File: src/bfs_pkg.sv
// ----------------------------------------------------------------------------
// Bilinear frame sampler package
// Shared widths, register indexes, action codes and the command and status
// structs that join the controller to the datapath.
// ----------------------------------------------------------------------------
package bfs_pkg;

  localparam int DIM_W     = 11;  // frame_width / frame_height
  localparam int ADDR_W    = 18;  // pixel_address field
  localparam int COORD_W   = 16;  // norm_x / norm_y
  localparam int CFG_IDX_W = 2;
  localparam int IDX_W     = 23;  // y * width + x, wide enough for any size

  localparam logic [CFG_IDX_W-1:0] REG_FRAME_WIDTH  = 2'd0;
  localparam logic [CFG_IDX_W-1:0] REG_FRAME_HEIGHT = 2'd1;

  localparam logic ACT_WRITE  = 1'b0;
  localparam logic ACT_SAMPLE = 1'b1;

  localparam logic [DIM_W-1:0] WIDTH_RESET  = 11'd320;
  localparam logic [DIM_W-1:0] HEIGHT_RESET = 11'd240;

  localparam logic [7:0] BLACK_COLOR = 8'd0;
  localparam logic [7:0] BLACK_ALPHA = 8'd255;

  // Neighbor read order: 0 is (x0,y0), 1 is (x1,y0), 2 is (x0,y1), 3 is (x1,y1).
  typedef struct packed {
    logic       load;      // capture the accepted item
    logic       wr;        // store the pixel if it lies in the frame
    logic       map;       // scale coordinates to pixel space
    logic       place;     // wrap or clamp, find neighbors
    logic       row;       // row base addresses
    logic       rd_en;     // issue a frame store read
    logic [1:0] rd_sel;
    logic       cap_en;    // capture the read data of the previous cycle
    logic [1:0] cap_sel;
    logic       mix1;      // horizontal blend
    logic       mix2;      // vertical blend
    logic       out_load;  // load the result register
  } bfs_cmd_t;

  typedef struct packed {
    logic is_sample;
    logic use_black;
  } bfs_stat_t;

endpackage

File: src/bfs_ctrl.sv
// ----------------------------------------------------------------------------
// Bilinear frame sampler controller
// Sequences one item at a time through the datapath and owns the handshakes.
// ----------------------------------------------------------------------------
module bfs_ctrl (
  input  logic               clk,
  input  logic               rst,
  input  logic               req_valid,
  output logic               req_ready,
  output logic               rsp_valid,
  input  logic               rsp_ready,
  input  bfs_pkg::bfs_stat_t stat,
  output bfs_pkg::bfs_cmd_t  cmd
);
  import bfs_pkg::*;

  localparam logic [3:0] ST_IDLE   = 4'd0;
  localparam logic [3:0] ST_DECODE = 4'd1;
  localparam logic [3:0] ST_PLACE  = 4'd2;
  localparam logic [3:0] ST_ROW    = 4'd3;
  localparam logic [3:0] ST_RD0    = 4'd4;
  localparam logic [3:0] ST_RD1    = 4'd5;
  localparam logic [3:0] ST_RD2    = 4'd6;
  localparam logic [3:0] ST_RD3    = 4'd7;
  localparam logic [3:0] ST_RD4    = 4'd8;
  localparam logic [3:0] ST_MIX1   = 4'd9;
  localparam logic [3:0] ST_MIX2   = 4'd10;
  localparam logic [3:0] ST_DONE   = 4'd11;

  logic [3:0] state, state_next;
  logic       out_free;

  assign out_free  = !rsp_valid || rsp_ready;
  assign req_ready = (state == ST_IDLE);

  always_comb begin
    cmd        = '0;
    state_next = state;
    unique case (state)
      ST_IDLE: begin
        if (req_valid) begin
          cmd.load   = 1'b1;
          state_next = ST_DECODE;
        end
      end
      ST_DECODE: begin
        if (!stat.is_sample) begin
          cmd.wr     = 1'b1;
          state_next = ST_IDLE;
        end else if (stat.use_black) begin
          state_next = ST_DONE;
        end else begin
          cmd.map    = 1'b1;
          state_next = ST_PLACE;
        end
      end
      ST_PLACE: begin
        cmd.place  = 1'b1;
        state_next = ST_ROW;
      end
      ST_ROW: begin
        cmd.row    = 1'b1;
        state_next = ST_RD0;
      end
      ST_RD0: begin
        cmd.rd_en  = 1'b1;
        cmd.rd_sel = 2'd0;
        state_next = ST_RD1;
      end
      ST_RD1: begin
        cmd.rd_en   = 1'b1;
        cmd.rd_sel  = 2'd1;
        cmd.cap_en  = 1'b1;
        cmd.cap_sel = 2'd0;
        state_next  = ST_RD2;
      end
      ST_RD2: begin
        cmd.rd_en   = 1'b1;
        cmd.rd_sel  = 2'd2;
        cmd.cap_en  = 1'b1;
        cmd.cap_sel = 2'd1;
        state_next  = ST_RD3;
      end
      ST_RD3: begin
        cmd.rd_en   = 1'b1;
        cmd.rd_sel  = 2'd3;
        cmd.cap_en  = 1'b1;
        cmd.cap_sel = 2'd2;
        state_next  = ST_RD4;
      end
      ST_RD4: begin
        cmd.cap_en  = 1'b1;
        cmd.cap_sel = 2'd3;
        state_next  = ST_MIX1;
      end
      ST_MIX1: begin
        cmd.mix1   = 1'b1;
        state_next = ST_MIX2;
      end
      ST_MIX2: begin
        cmd.mix2   = 1'b1;
        state_next = ST_DONE;
      end
      ST_DONE: begin
        // Hold here until the result register has room.
        if (out_free) begin
          cmd.out_load = 1'b1;
          state_next   = ST_IDLE;
        end
      end
      default: state_next = ST_IDLE;
    endcase
  end

  always_ff @(posedge clk) begin
    if (rst) begin
      state     <= ST_IDLE;
      rsp_valid <= 1'b0;
    end else begin
      state <= state_next;
      if (cmd.out_load) begin
        rsp_valid <= 1'b1;
      end else if (rsp_ready) begin
        rsp_valid <= 1'b0;
      end
    end
  end

endmodule

File: config.mk
export PLATFORM = sky130hd
export DESIGN_NAME = bfs_ctrl
export DESIGN_NICKNAME = d
export VERILOG_FILES = /design/src/bfs_pkg.sv /design/src/bfs_ctrl.sv
export SDC_FILE = /design/constraint.sdc
export NUM_CORES = 1
export LEC_CHECK = 0
export ABC_CLOCK_PERIOD_IN_PS = 1030
export BUFFER_PORTS_ARGS = -buffer_cell sky130_fd_sc_hd__buf_2
export CAP_MARGIN = 20
export CORE_AREA = 2 2 39 41
export CTS_CLUSTER_DIAMETER = 120
export CTS_CLUSTER_SIZE = 8
export DETAILED_ROUTE_END_ITERATION = 6
export DIE_AREA = 0 0 41 43
export HOLD_SLACK_MARGIN = 0.08
export SYNTH_ARGS = -nofsm -noshare
export SYNTH_HDL_FRONTEND = slang
export SYNTH_SLANG_ARGS = --single-unit
export TNS_END_PERCENT = 20
File: constraint.sdc
create_clock -name clk -period 1.03 [get_ports clk]
set_input_delay 0.103 -clock clk [delete_from_list [all_inputs] [get_ports clk]]
set_output_delay 0.103 -clock clk [all_outputs]
set_load 0.01 [all_outputs]
==> qor.yml, run 1 <==
clk_pin_slew_worst_paths_ns: 0.05
ant_nets: 0
initial_core_util_pct: 31.6
cts_tree: "done"
core-area_um2: 1380
fin_crit_ns: 1.31
synth_warnings: 0
clk_path_buf_depth: 2
synthCells: 56
synth_top_area_share_pct: 22.9
synth_area_per_cell_um2: 7.82
finalMaxSlewViolations: 0
crit_chain: "buf_2, o21ai_2, nand2b_4, buf_6"
multiInputGateArea_um2: 377
synthTopCellsByArea: "dfxtp_1 23%, nand2b_1 8.6%, nor2_1 6.9%, nand4b_4 5.4%, buf_6 5.1%"
synth_cell_types: 25
arrival_ns: 1.21
gp_congestion: 0.779
path_max_fanout: 8
wl_um: 1310
grt_pass1_wl_um: 2010
synth_seq_area_share_pct: 22.9
wl_per_cell_um: 12.3
drcViolationCount: 0
status: "complete, but fails checks"
grt_max_degree: 9
finalCritPeriodShare_pct: 127
first_pass_iters: 4
maxCapViolations: 0
clock-sinks: 5
met2_usage_pct: 26.6
setup_viol: 19
seqCellArea_um2: 115
placed_cells_incl_taps: 97
die_w_um: 41
violations: "setup timing"
cp.required_ns: 0.93
fin_cells: 106
nets: 97
routed_via_density: 4.87
max_freq_mhz: 763
leakage_nw: 0.378
syn-num-nets: 62
relSlewSlack_pct: 85.1
drive_above_1_share_pct: 64.4
power_density_nw_per_um2: 1120
rsz0062_at_grt: "yes"
synth_seq_cells: 5
reg2reg_slack_ns: -0.20
vias: 516
tns_ns: -3.47
cp-end-kind: "output pin"
synth_area_um2: 438
cts.root.buffer_cell: "clkbuf_4"
first_global_vias: 479
die_h_um: 43
worst_clock_skew_ns: 0.00249
drt_iter0_markers: 4
setup_slack_ns: -0.280
slowest_delay_ns: 0.38
holdBufCountCts: 0
synth_area_leader_cell: "dfxtp_1"
portBuffers: 21
tightest_slew_ns: 0.222
antenna_found_initial: 0
grt-ovfl-total: 0
dp_hpwl_um: 844
vdd_drop_max_mv: 0.569
cts_buffers: 3
htree_levels: 1
track_usage_pct: 16.8
insertedDiodeCount: 0
hold_viol: 0
clock_latency_ns: 0.24
start_kind: "flop"
critical_path_class: "reg -> out"
io_pins: 22
rows: 14
fillers: 132
syn_to_final_growth_pct: 76.3
min_path_type: "in -> reg"
busiest_layer: "met2"
grtUsageMet3_pct: 4.71
cp_slowest_cell: "dfxtp_4"
grtUsageMet1_pct: 21.6
dieArea_um2: 1760
-- critical path, delay by kind of cell (launching register included) --
kind	cells	cell delay, ns
flops	1	0.38
simple gates	1	0.07
buf+inv	2	0.31
compound gates	1	0.21
-- path summary, 6_finish.rpt --
check | from | endpoint | cells past startpoint
worst max-delay path | state[1] | cmd[5] | 4
worst min-delay path | rst | state[1] | 2
worst max register to register | state[1] | state[3] | 5
worst min register to register | rsp_valid | state[0] | 2
-- area by class of cell --
cell class | instances | share of cell area, %
clock buffer | 4 | 3.40
inverter | 1 | 0.486
multi-input combinational | 46 | 48.8
sequential | 5 | 14.9
tap | 16 | 2.59
timing repair buffer | 34 | 29.8
-- layer usage --
| layer | part of all wire (%) | wire length [um] | up-vias |
|---|---|---|---|
| met5 | 0 | 0 | - |
| met3 | 4.6 | 60 | 0 |
| met4 | 0 | 0 | 0 |
| li1 | - | - | 264 |
| met2 | 53 | 694 | 16 |
| met1 | 42 | 554 | 236 |
-- cell usage after synthesis (all sizes together) --
cell type and n:
dfxtp 5, xor2 1, nand2b 6, nand4 1, nand2 3, o21ai 4, nor2b 4, and3 1
nor4 1, buf 4, nor3 3, nand4b 2, a21oi 2, and2 3, mux2i 1, inv 1
a31oi 2, o31ai 2, nor3b 2, nor2 8
-- cell usage in the layout (no fill, tap or decap), drive strengths merged, types with 3 or more instances in the layout --
| cell type | instances |
|---|---|
| dfxtp | 5 |
| nand2 | 3 |
| nor3 | 3 |
| clkbuf | 4 |
| o21ai | 4 |
| nor2b | 4 |
| nand2b | 6 |
| and2 | 3 |
| buf | 34 |
| nor2 | 8 |
-- logic make-up after synthesis --
family	Yosys count	share of synthesized area (%)
flops	5	22.9
buf+inv	5	9.43
compound gates	10	13.1
mux	1	2.29
simple gates	34	50.3
xor+xnor	1	2.00
-- stage by stage --
stage               util [%]  instance area (um2)  hold WS, ns  setup slack, ns  power, W
CTS                     51.7                  716       0.0814           -0.275  0.000829
global route            55.8                  772       0.0969           -0.344  0.000922
detailed placement      44.3                  613        0.341           -0.226  0.000553
global placement        44.3                  613        0.340           -0.211  0.000549
floorplan                  -                  469        0.165          -0.0342  0.000455
finish                  55.8                  772       0.0862           -0.280  0.000862
-- repair_timing --
action,in CTS,in global routing
setup endpoints to repair,20,19
setup buffers,3,2
resized for setup,14,9
pin swaps,4,1
-- power by group --
part / internal [W] / switching (W)
Sequential: 0.000213 / 0.0000458
Clock: 0.000147 / 0.0000855
Combinational: 0.000194 / 0.000177
Total: 0.000554 / 0.000308
-- registers in the layout (all words and copies together), names as in the netlist --
register,cells
state,4
rsp_valid,1
Power figures use the tool's default switching activity.
==> run 2: changes to the inputs <==
- MAX_ROUTING_LAYER: not set -> met4
==> qor.yml, run 2 (synthesized netlist as in run 1, its figures left out) <==
status: "complete, but fails checks"
violations: "setup timing"
syn_to_final_growth_pct: 76.3  # unchanged
routed_via_density: 4.87  # unchanged
crit_chain: "buf_2, o21ai_2, nand2b_4, buf_6"
grt-ovfl-total: 0  # unchanged
insertedDiodeCount: 0  # unchanged
cp.required_ns: 0.93  # about the same
die_w_um: 41  # unchanged
largest_reg_flops: 4  # unchanged
final_common_cell: "buf_2"
dieArea_um2: 1760  # unchanged
slowest_delay_ns: 0.38  # about the same
final_area_um2: 772  # unchanged
fillers: 132  # unchanged
relSlewSlack_pct: 85.1  # unchanged
hold_viol: 0  # unchanged
leakage_nw: 0.378  # unchanged
antenna_found_initial: 0  # unchanged
vdd_drop_max_mv: 0.569  # about the same
whs_ns: 0.0866  # +0.000394 ns
rsz0062_at_grt: "yes"
top_regs: "state: 4 flops, rsp_valid: 1 flops"
nets: 97  # unchanged
first_pass_iters: 4  # unchanged
final_cell_mix: "19 x buf_2, 9 x buf_4, 6 x buf_6"
fin_crit_ns: 1.31  # -0.000394 ns
htree_levels: 1  # unchanged
setup_slack_ns: -0.280  # +0.000394 ns
setup_viol: 19  # unchanged
die_h_um: 43  # unchanged
finalCritPeriodShare_pct: 127  # about the same
drive_above_1_share_pct: 64.4  # unchanged
pre_cts_ws_ns: -0.226  # unchanged
gp_congestion: 0.789  # +1.4%
track_usage_pct: 17.2  # +0.41 points
placed_cells_incl_taps: 97  # unchanged
wl_um: 1310  # unchanged
cp-end-kind: "output pin"
max_freq_mhz: 763  # about the same
drt_iter0_markers: 4  # unchanged
finalMaxSlewViolations: 0  # unchanged
clk_pin_slew_worst_paths_ns: 0.05  # about the same
vias: 516  # unchanged
maxCapViolations: 0  # unchanged
dp_hpwl_um: 844  # unchanged
io_pins: 22  # unchanged
ant_nets: 0  # unchanged
cts.root.buffer_cell: "clkbuf_4"
p_total_w: 0.000862  # about the same
drcViolationCount: 0  # unchanged
first_global_vias: 478  # -0.21%
cts_buffers: 3  # unchanged
cp_slowest_cell: "dfxtp_4"
power_density_nw_per_um2: 1120  # about the same
wl_per_cell_um: 12.3  # unchanged
grt_max_degree: 9  # unchanged
grt_pass1_wl_um: 2010  # unchanged
core-area_um2: 1380  # unchanged
worst_clock_skew_ns: 0.00285  # +0.000355 ns
path_max_fanout: 8  # unchanged
largest_register: "state"
tightest_slew_ns: 0.222  # unchanged
clock_latency_ns: 0.24  # about the same
arrival_ns: 1.21  # about the same
start_kind: "flop"
holdBufCountCts: 0  # unchanged
portBuffers: 21  # unchanged
clock-sinks: 5  # unchanged
cts_tree: "done"
min_path_type: "in -> reg"
placedInstanceArea_um2: 613  # unchanged
initial_core_util_pct: 31.6  # unchanged
critical_path_class: "reg -> out"
rows: 14  # unchanged
clk_path_buf_depth: 2  # unchanged
fin_cells: 106  # unchanged
## run 2: final timing paths
path | startpoint | endpoint | slack, ns | cells after the start
worst max register to register | state[1] | state[3] | -0.20 | 5
worst max-delay path | state[1] | cmd[5] | -0.28 | 4
worst min-delay path | rst | state[1] | 0.09 | 2
worst min register to register | rsp_valid | state[0] | 0.52 | 2
## run 2: final cells by class
type / count / area, um2 / share of cell area [%]
Multi-Input combinational cell: 46 / 377 / 48.8
Inverter: 1 / 3.75 / 0.486
Timing Repair Buffer: 34 / 230 / 29.8
Sequential cell: 5 / 115 / 14.9
Clock buffer: 4 / 26.3 / 3.40
Tap cell: 16 / 20.0 / 2.59
## run 2: per-layer routing
layer | track usage [%] | vias to the layer above | routed length, um
li1 | - | 264 | -
met1 | 21.6 | 236 | 554
met2 | 26.6 | 16 | 696
met3 | 4.71 | 0 | 58
met4 | 4.00 | 0 | 0
met5 | - | - | 0
## run 2: worst max-delay path, delay by kind of cell (launching register included)
family / cells / cell delay (ns)
AND/OR/NAND/NOR: 1 / 0.07
AO/OA/AOI/OAI: 1 / 0.21
flip-flops: 1 / 0.38
buffers and inverters: 2 / 0.31
## run 2: where the power goes
| group | total (W) | switching [W] | leakage [nW] | internal (W) |
|---|---|---|---|---|
| Sequential | 0.000259 | 0.0000458 | 0.0436 | 0.000213 |
| Clock | 0.000232 | 0.0000856 | 0.0150 | 0.000147 |
| Combinational | 0.000371 | 0.000177 | 0.319 | 0.000194 |
| Total | 0.000862 | 0.000308 | 0.378 | 0.000554 |
## run 2: metrics by stage
step / util, % / TNS (ns)
2_1_floorplan: - / -0.0834
4_1_cts: 51.7 / -3.06
5_1_grt: 55.8 / -4.83
6_report: 55.8 / -3.47
3_5_place_dp: 44.3 / -2.41
3_3_place_gp: 44.3 / -2.02
## run 2: timing repair
action | CTS | global route
endpoints found under the hold margin | 0 | 0
setup buffers | 3 | 2
resized for setup | 14 | 9
endpoints found under the setup margin | 20 | 19
pin swaps | 4 | 1
==> run 3: changes to the inputs <==
- CORE_AREA: 2 2 39 41 -> not set
- CORE_MARGIN: not set -> 2
- CORE_UTILIZATION: not set -> 30
- DIE_AREA: 0 0 41 43 -> not set
- REMOVE_ABC_BUFFERS: not set -> 1
==> qor.yml, run 3 (synthesized netlist as in run 1, its figures left out) <==
insertedDiodeCount: 0  # unchanged
die_w_um: 42.2  # +2.9%
cp.required_ns: 0.93  # about the same
critical_path_class: "reg -> out"
clk_pin_slew_worst_paths_ns: 0.04  # about the same
fin_cells: 108  # +1.9%
leakage_nw: 0.408  # +7.9%
tightest_slew_ns: 0.298  # +0.0754 ns
track_usage_pct: 19.0  # +1.8 points
path_max_fanout: 5  # -3
start_kind: "flop"
status: "complete, but fails checks"
fin_crit_ns: 1.35  # +0.0444 ns
die_h_um: 42.2  # -1.8%
core-area_um2: 1330  # -3.6%
final_common_cell: "buf_2"
arrival_ns: 1.25  # +0.04 ns
setup_slack_ns: -0.324  # -0.0444 ns
finalCritPeriodShare_pct: 131  # +4.3 points
rsz0062_at_grt: "yes"
worst_clock_skew_ns: 0.000596  # -0.00225 ns
gp_congestion: 0.818  # +3.6%
relSlewSlack_pct: 80.0  # -5.1 points
p_total_w: 0.000913  # +6.0%
drcViolationCount: 0  # unchanged
clock_latency_ns: 0.24  # about the same
nets: 100  # +3.1%
power_density_nw_per_um2: 1170  # +4.4%
largest_register: "state"
hold_viol: 0  # unchanged
clock-sinks: 5  # unchanged
placed_cells_incl_taps: 97  # unchanged
cts_buffers: 3  # unchanged
antenna_found_initial: 0  # unchanged
syn_to_final_growth_pct: 78.9
fillers: 127  # -3.8%
top_regs: "state: 4 flops, rsp_valid: 1 flops"
finalMaxSlewViolations: 0  # unchanged
initial_core_util_pct: 32.8  # +1.2 points
drive_above_1_share_pct: 62.4  # -2.1 points
dp_hpwl_um: 902  # +6.8%
largest_reg_flops: 4  # unchanged
setup_viol: 18  # -1
final_cell_mix: "19 x buf_2, 11 x buf_4, 6 x nor2_1"
routed_via_density: 5.31  # +9.0%
final_area_um2: 783  # +1.5%
maxCapViolations: 0  # unchanged
grt_pass1_wl_um: 2440  # +21%
ant_nets: 0  # unchanged
htree_levels: 1  # unchanged
rows: 13  # -1
vias: 573  # +11%
dieArea_um2: 1780  # +1.0%
max_freq_mhz: 738  # -3.3%
grt-ovfl-total: 0  # unchanged
placedInstanceArea_um2: 592  # -3.5%
cts_tree: "done"
vdd_drop_max_mv: 0.820  # +44%
min_path_type: "in -> reg"
clk_path_buf_depth: 2  # unchanged
wl_um: 1580  # +21%
whs_ns: 0.212  # +0.125 ns
first_pass_iters: 4  # unchanged
wl_per_cell_um: 14.6  # +19%
final_util_pct: 58.7  # +2.9 points
io_pins: 22  # unchanged
cts.root.buffer_cell: "clkbuf_4"
first_global_vias: 499  # +4.4%
drt_iter0_markers: 19  # +15
portBuffers: 21  # unchanged
cp-end-kind: "output pin"
grt_max_degree: 8  # -1
violations: "setup timing"
[run 3: layout make-up]
cell class | count | area (um2) | share of cell area (%)
tap | 15 | 18.8 | 2.40
clock buffer | 4 | 26.3 | 3.35
multi-input combinational | 46 | 363 | 46.3
timing repair buffer | 37 | 259 | 33.1
sequential | 5 | 113 | 14.4
inverter | 1 | 3.75 | 0.479
[run 3: stage by stage]
stage	setup WS (ns)	setup TNS (ns)
global route	-0.409	-5.02
finish	-0.324	-4.08
CTS	-0.340	-4.08
floorplan	-0.217	-1.50
detailed placement	-0.208	-2.13
global placement	-0.209	-1.97
[run 3: path summary, 6_finish.rpt]
path	slack [ns]	from	end	cells past startpoint
worst max-delay path	-0.32	state[2]	cmd[11]	5
worst min-delay path	0.21	stat[0]	state[3]	3
worst max register to register	-0.32	state[1]	state[0]	5
worst min register to register	0.56	rsp_valid	rsp_valid	2
[run 3: layer usage]
metal	global-route usage (%)	vias to the layer above	part of all wire, %
li1	-	270	-
met1	20.3	268	39
met2	32.9	29	51
met3	7.33	6	6.3
met4	4.38	0	4.1
met5	-	-	0
[run 3: report_power, final]
part	switching, W	internal [W]	leakage [nW]
combinational	0.000210	0.000227	0.349
clock	0.0000846	0.000147	0.0150
sequential	0.0000330	0.000212	0.0433
[run 3: timing repair]
item	in CTS	in global routing
pin swaps	1	8
setup buffers	6	0
endpoints found under the setup margin	19	19
hold buffers	1	0
endpoints found under the hold margin	1	0
gates resized for setup	14	16
[run 3: critical path, stage by stage (launching register included)]
cell and delay [ns]:
dfxtp_4 0.36, buf_6 0.13, nor2_4 0.12, nand2_2 0.07
nor3b_2 0.16, buf_2 0.15
